<file path="src/icmprw_pkg.sv">
// Shared types, constants and checksum helper for the ICMP echo reply rewriter.
package icmprw_pkg;

  // Values of the command field
  localparam logic CMD_LOAD = 1'b0;
  localparam logic CMD_PULL = 1'b1;

  localparam logic [7:0] ICMP_ECHO_REQUEST = 8'h08;
  localparam logic [7:0] ICMP_ECHO_REPLY   = 8'h00;
  localparam logic [5:0] IPV4_MIN_HDR_LEN  = 6'd20;

  // Byte offsets inside the packet
  localparam int unsigned OFS_IP_CSUM_HI   = 10;
  localparam int unsigned OFS_IP_CSUM_LO   = 11;
  localparam int unsigned OFS_SRC_ADDR     = 12;
  localparam int unsigned OFS_DST_ADDR     = 16;
  localparam int unsigned OFS_ICMP_TYPE    = 20;
  localparam int unsigned OFS_ICMP_CSUM_HI = 22;
  localparam int unsigned OFS_ICMP_CSUM_LO = 23;
  localparam int unsigned ADDR_BYTES       = 4;
  localparam int unsigned ECHO_MIN_LEN     = 28;

  typedef enum logic [1:0] {
    ST_IDLE,
    ST_READ,
    ST_RESP
  } ctrl_state_e;

  typedef enum logic {
    SEL_STORE,
    SEL_CONST
  } byte_sel_e;

  // Commands from the controller to the datapath
  typedef struct packed {
    logic load;
    logic pull;
    logic capture;
  } ctrl_cmd_t;

  // One's-complement add of a 16-bit word with end-around carry
  function automatic logic [15:0] fold_add(input logic [15:0] acc, input logic [15:0] w);
    logic [16:0] s;
    s = {1'b0, acc} + {1'b0, w};
    return s[15:0] + {15'd0, s[16]};
  endfunction

endpackage

</file>
<file path="src/icmprw_ctrl.sv">
// Controller: sequences load and pull transactions and the result handshake.
module icmprw_ctrl import icmprw_pkg::*; (
  input  logic       clk_i,
  input  logic       rst_ni,
  input  logic       in_valid_i,
  input  logic       command_i,
  input  logic       res_ready_i,
  output logic       in_ready_o,
  output logic       res_valid_o,
  output ctrl_cmd_t  cmd_o
);

  ctrl_state_e state_q, state_d;

  always_ff @(posedge clk_i or negedge rst_ni) begin
    if (!rst_ni) begin
      state_q <= ST_IDLE;
    end else begin
      state_q <= state_d;
    end
  end

  always_comb begin
    state_d     = state_q;
    in_ready_o  = 1'b0;
    res_valid_o = 1'b0;
    cmd_o       = '0;
    unique case (state_q)
      ST_IDLE: begin
        in_ready_o = 1'b1;
      end
      ST_READ: begin
        cmd_o.capture = 1'b1;
        state_d       = ST_RESP;
      end
      ST_RESP: begin
        res_valid_o = 1'b1;
        in_ready_o  = res_ready_i;
        if (res_ready_i) begin
          state_d = ST_IDLE;
        end
      end
      default: begin
        state_d = ST_IDLE;
      end
    endcase
    // a new transaction can start in the same cycle the result leaves
    if (in_valid_i && in_ready_o) begin
      if (command_i == CMD_PULL) begin
        cmd_o.pull = 1'b1;
        state_d    = ST_READ;
      end else begin
        cmd_o.load = 1'b1;
      end
    end
  end

  ap_pull_result: assert property (@(posedge clk_i) disable iff (!rst_ni)
    (in_valid_i && in_ready_o && command_i == CMD_PULL) |=> ##1 res_valid_o)
    else $error("pull did not produce a result two cycles later");

  ap_load_no_result: assert property (@(posedge clk_i) disable iff (!rst_ni)
    (in_valid_i && in_ready_o && command_i == CMD_LOAD) |=> !res_valid_o)
    else $error("load left a result pending");

  ap_capture_before_resp: assert property (@(posedge clk_i) disable iff (!rst_ni)
    cmd_o.capture |=> (res_valid_o && !in_ready_o) || (res_valid_o && res_ready_i))
    else $error("capture not followed by result");

  ap_excl_cmd: assert property (@(posedge clk_i) disable iff (!rst_ni)
    !(cmd_o.capture && (cmd_o.pull || cmd_o.load)))
    else $error("capture overlaps a new transaction");

endmodule

</file>
<file path="config.mk">
export PLATFORM = sky130hd
export DESIGN_NAME = icmprw_ctrl
export DESIGN_NICKNAME = d
export VERILOG_FILES = /design/src/icmprw_pkg.sv /design/src/icmprw_ctrl.sv
export SDC_FILE = /design/constraint.sdc
export NUM_CORES = 1
export LEC_CHECK = 0
export ABC_AREA = 1
export BUFFER_PORTS_ARGS = -buffer_cell sky130_fd_sc_hd__buf_2
export CELL_PAD_IN_SITES_DETAIL_PLACEMENT = 0
export CELL_PAD_IN_SITES_GLOBAL_PLACEMENT = 1
export CORE_AREA = 2 2 39 41
export CTS_BUF_LIST = sky130_fd_sc_hd__clkbuf_4
export DETAILED_ROUTE_END_ITERATION = 10
export DIE_AREA = 0 0 41 43
export MAX_ROUTING_LAYER = met4
export PLACE_DENSITY_LB_ADDON = 0.1
export SYNTH_ARGS = -nofsm -noshare
export SYNTH_HDL_FRONTEND = slang
export SYNTH_SLANG_ARGS = --single-unit
</file>
<file path="constraint.sdc">
create_clock -name clk_i -period 1.6 [get_ports clk_i]
set_input_delay 0.32 -clock clk_i [delete_from_list [all_inputs] [get_ports clk_i]]
set_output_delay 0.32 -clock clk_i [all_outputs]
set_load 0.02 [all_outputs]
</file>
# == Word level (Yosys, flattened, before mapping) ==
# Cells that the tools add are included.
# word_totals
reg_bits,2
in_bits,5
elab_cells,15
# classes
eq_ne,2
muxes,10
reduce_logical,2
# ops
operator,count
$mux 2,4
$pmux 2 s3,1
$mux 1,4
$eq 2x1->1 const B,1
$eq 2x2->1 const B,1
$logic_not 2->1,1
$pmux 1 s2,1
$logic_and 1x1->1,1

# == Depth between registers and ports, before layout ==
# depth
ltp_word,4
ltp_mapped,4
mapped_depth_nobuf,4

# == Least setup slack after synthesis ==
# No wires, ideal clock.
# synth_path
path_type,reg2out
start,reg state_q[0]
end,out cmd_o[1] (netlist bit)
arrival_time_ns,0.858
slack_ns,0.422
stages_incl_launch_ff,4
path_buffers,0
path_cell_list,dfrtp_1 inv_1 nand3_1 nor2_1
# synth_lines
element,line,source
start: declaration,icmprw_ctrl.sv:13,"ctrl_state_e state_q, state_d;"
start signal: assignment,icmprw_ctrl.sv:19,state_q <= state_d;
end: declaration,icmprw_ctrl.sv:10,output ctrl_cmd_t cmd_o

==> results.rst <==
.. list-table::
   :header-rows: 1

   * - Metric
     - Value
   * - Startpoint type of the worst setup path
     - register
   * - Final setup violation count
     - 0
   * - Stage delay of the slowest cell on the critical path
     - just under 0.4 ns
   * - R2r worst-path depth
     - 3
   * - Type of destination of the critical path
     - primary output
   * - Number of unique standard cell types used by synthesis
     - 8
   * - Most frequent cells in the layout
     - 9 x sky130_fd_sc_hd__buf_2, 4 x sky130_fd_sc_hd__inv_1, 4 x sky130_fd_sc_hd__nor2_1
   * - Switching power as a share of total power
     - between 20% and 30%
   * - Largest Register
     - state_q
   * - Total power divided by cell area
     - 1080 nW/um2
   * - Number of buffers inserted for hold repair after clock tree synthesis
     - 1
   * - Mapped Nets
     - 21
   * - CP Data Required Time
     - 1.28 ns
   * - Hold violation count in the final report
     - 0
   * - Max stage delay cell, worst path
     - sky130_fd_sc_hd__dfrtp_1
   * - Total cell area at the placement stage
     - 174 um2
   * - DRC violations left
     - 0
   * - Launch point of the critical path
     - state_q[0]
   * - Number of global-route vias before repair
     - around 130
   * - Top Registers
     - state_q: 2 flops
   * - Vias after detailed routing
     - 139
   * - Slew Limit Headroom
     - 89.4%
   * - Max frequency
     - 0.690 GHz
   * - Number of CTS-inserted buffers
     - 3
   * - Bufs and invs on worst path
     - 2
   * - Row count
     - 14
   * - Synth warnings
     - 0
   * - Int Power
     - 0.157 mW
   * - Area of all placed cells without fillers
     - 206 um2
   * - Largest fanout on the critical path
     - 3
   * - Iter 0 DRT Violations
     - 4
   * - Switching power of the nets
     - 0.0656 mW
   * - Initial core utilization
     - 7.87%
   * - Wire length of the first global-routing pass
     - between 400 and 500 um
   * - Layout net count
     - 36
   * - Die W
     - 41 um
   * - Slack of the critical path
     - 0.150 ns
   * - Crit share post-route
     - 90.6%
   * - Number of maximum-capacitance violations
     - 0
   * - Number of cells on the critical path
     - 4
   * - Sum of negative setup slack
     - 0 ns
   * - Flip-flop count of the largest register after layout
     - 2
   * - Max Buffers Root-to-Sink
     - 2
   * - Global-route total usage across every layer
     - 4.41%
   * - Antenna-violating nets left
     - 0
   * - Post-placement worst setup slack
     - 0.390 ns
   * - Final hold slack
     - 0.351 ns
   * - Area of the mapped netlist
     - 109 um2
   * - Critical-path cell list
     - inv_1 > nand3_1 > nor2_1 > buf_2
   * - Fraction of final layout cells with drive strength greater than 1
     - between 40% and 50%
   * - Clk slew on worst S/H paths
     - 0.03 ns
   * - Reg2Reg Setup Slack
     - about 0.79 ns
   * - Layout Area Growth over Synthesis
     - 89.7%
   * - CP delay by family, top
     - flip-flops
   * - Core region area
     - 1380 um2
   * - Num ports
     - 10
   * - Sequential fraction of design power
     - 27.4%
   * - Vertical die dimension
     - 43 um
   * - Maximum level of the CTS H-tree
     - 1
   * - Number of max-slew violations in the final report
     - 0
   * - Unrepaired setup endpoints after global routing
     - false
   * - Wirelength, routed
     - 320 um
   * - Routability Congestion
     - roughly 0.53
   * - Mapped Avg Cell Area
     - roughly 6.8 um2
   * - CTS tree
     - yes
   * - HP Class
     - primary input to register
   * - WL per Instance
     - approximately 7.1 um
   * - Worst IR Drop VDD
     - 0.000186 V
   * - Sequential area share after synthesis
     - 46.0%
   * - Register bit count reported by yosys
     - 2
   * - Leakage
     - 0.118 nW
   * - Count of TritonRoute iterations in the first routing pass
     - 2
   * - Number of gates resized after cts
     - 0
   * - GRT Residual Overflow
     - 0
   * - Via density
     - 3.09
   * - Setup Crit Path Kind
     - register to primary output
   * - Die Footprint
     - 1760 um2
   * - Post CTS Setup Buffer Count
     - 0
   * - Arrival time reported for the critical path endpoint
     - 1.13 ns
   * - Power share of the combinational group
     - roughly 23%
   * - Startpoint of the lowest-slack register-to-register path
     - state_q[0]
   * - Buffer type at the clock tree root
     - sky130_fd_sc_hd__clkbuf_4
   * - Maximum number of pins on one net before global-route repair
     - 6
   * - Part of the total power dissipated in the clock network
     - approximately half
   * - Commonest non-fill, non-tap cell in the layout
     - sky130_fd_sc_hd__buf_2
   * - R2R Path End
     - state_q[0]
   * - Gate Count Post-Synth
     - 16
   * - Antenna violations before repair
     - 0
   * - Buffers added on ports
     - 9
   * - Number of clock sinks
     - 2
   * - Worst Clk Skew
     - 0.00275 ns
   * - Number of antenna diodes
     - 0
   * - Post-layout minimum cycle time
     - between 1 and 1.5 ns
   * - Critical Path End
     - cmd_o[1]
   * - Outcome
     - complete, no violations
   * - Clock latency of the later-clocked register in the worst-skew pair
     - 0.22 ns
   * - Transition time at the pin with the least slew margin
     - 0.157 ns
-- cells in the mapped netlist (all sizes together) --
library cell	count	area share [%]
nor2	5	20
inv	4	14
dfrtp	2	46
nand2	2	6.9
a21oi	1	4.6
nand3	1	4.6
o21ai	1	4.6
-- how the worst min path moves through the flow --
| stage | startpoint | endpoint | slack, ns | cells after the start |
|---|---|---|---|---|
| 4_1_cts | command_i | state_q[0] | 0.35 | 3 |
| 3_3_place_gp | rst_ni | state_q[1] | 0.11 | 1 |
| 2_1_floorplan | rst_ni | state_q[0] | 0.02 | 0 |
| 5_1_grt | command_i | state_q[0] | 0.36 | 3 |
| 6_report | command_i | state_q[0] | 0.35 | 3 |
| 3_5_place_dp | rst_ni | state_q[1] | 0.11 | 1 |
-- power by group through the flow --
stage	registers [mW]	logic, mW	clock network (mW)
floorplan	0.0604	0.0306	0
global placement	0.0616	0.0490	0
detailed placement	0.0616	0.0491	0
CTS	0.0611	0.0513	0.117
global route	0.0625	0.0560	0.123
finish	0.0611	0.0503	0.112
-- worst register-to-register path, stage by stage, from the launching register on --
cell and delay (ns):
sky130_fd_sc_hd__dfrtp_1 0.39, sky130_fd_sc_hd__inv_1 0.10, sky130_fd_sc_hd__nand3_1 0.14, sky130_fd_sc_hd__nor2_1 0.12
-- logic make-up (layout without fill, tap and decap cells) --
kind of cell,after synthesis,count (layout),synth area share (%)
flip-flops,2,2,46.0
buffers and inverters,4,17,13.8
AND/OR/NAND/NOR,8,8,31.0
AO/OA/AOI/OAI,2,2,9.19
-- final cells by class --
| type | instances | area, um2 |
|---|---|---|
| fill | 169 | 1180 |
| timing repair buffer | 10 | 55.1 |
| sequential | 2 | 50.0 |
| multi-input combinational | 10 | 43.8 |
| clock buffer | 3 | 22.5 |
| tap | 16 | 20.0 |
| inverter | 4 | 15.0 |
-- through the flow --
stage / cells / power [mW] / utilization, %
6_report: 45 / 0.223 / 14.9
2_1_floorplan: 16 / 0.0910 / -
3_5_place_dp: 41 / 0.111 / 12.6
4_1_cts: 45 / 0.230 / 14.9
5_1_grt: 45 / 0.241 / 14.9
3_3_place_gp: 41 / 0.111 / 12.6
-- metal layers --
layer  wire length [um]  track usage (%)
met1                148             5.11
met2                118             4.69
met3                 53             3.14
met4                  0             4.00
met5                  0                -
Power figures use the tool's default switching activity.
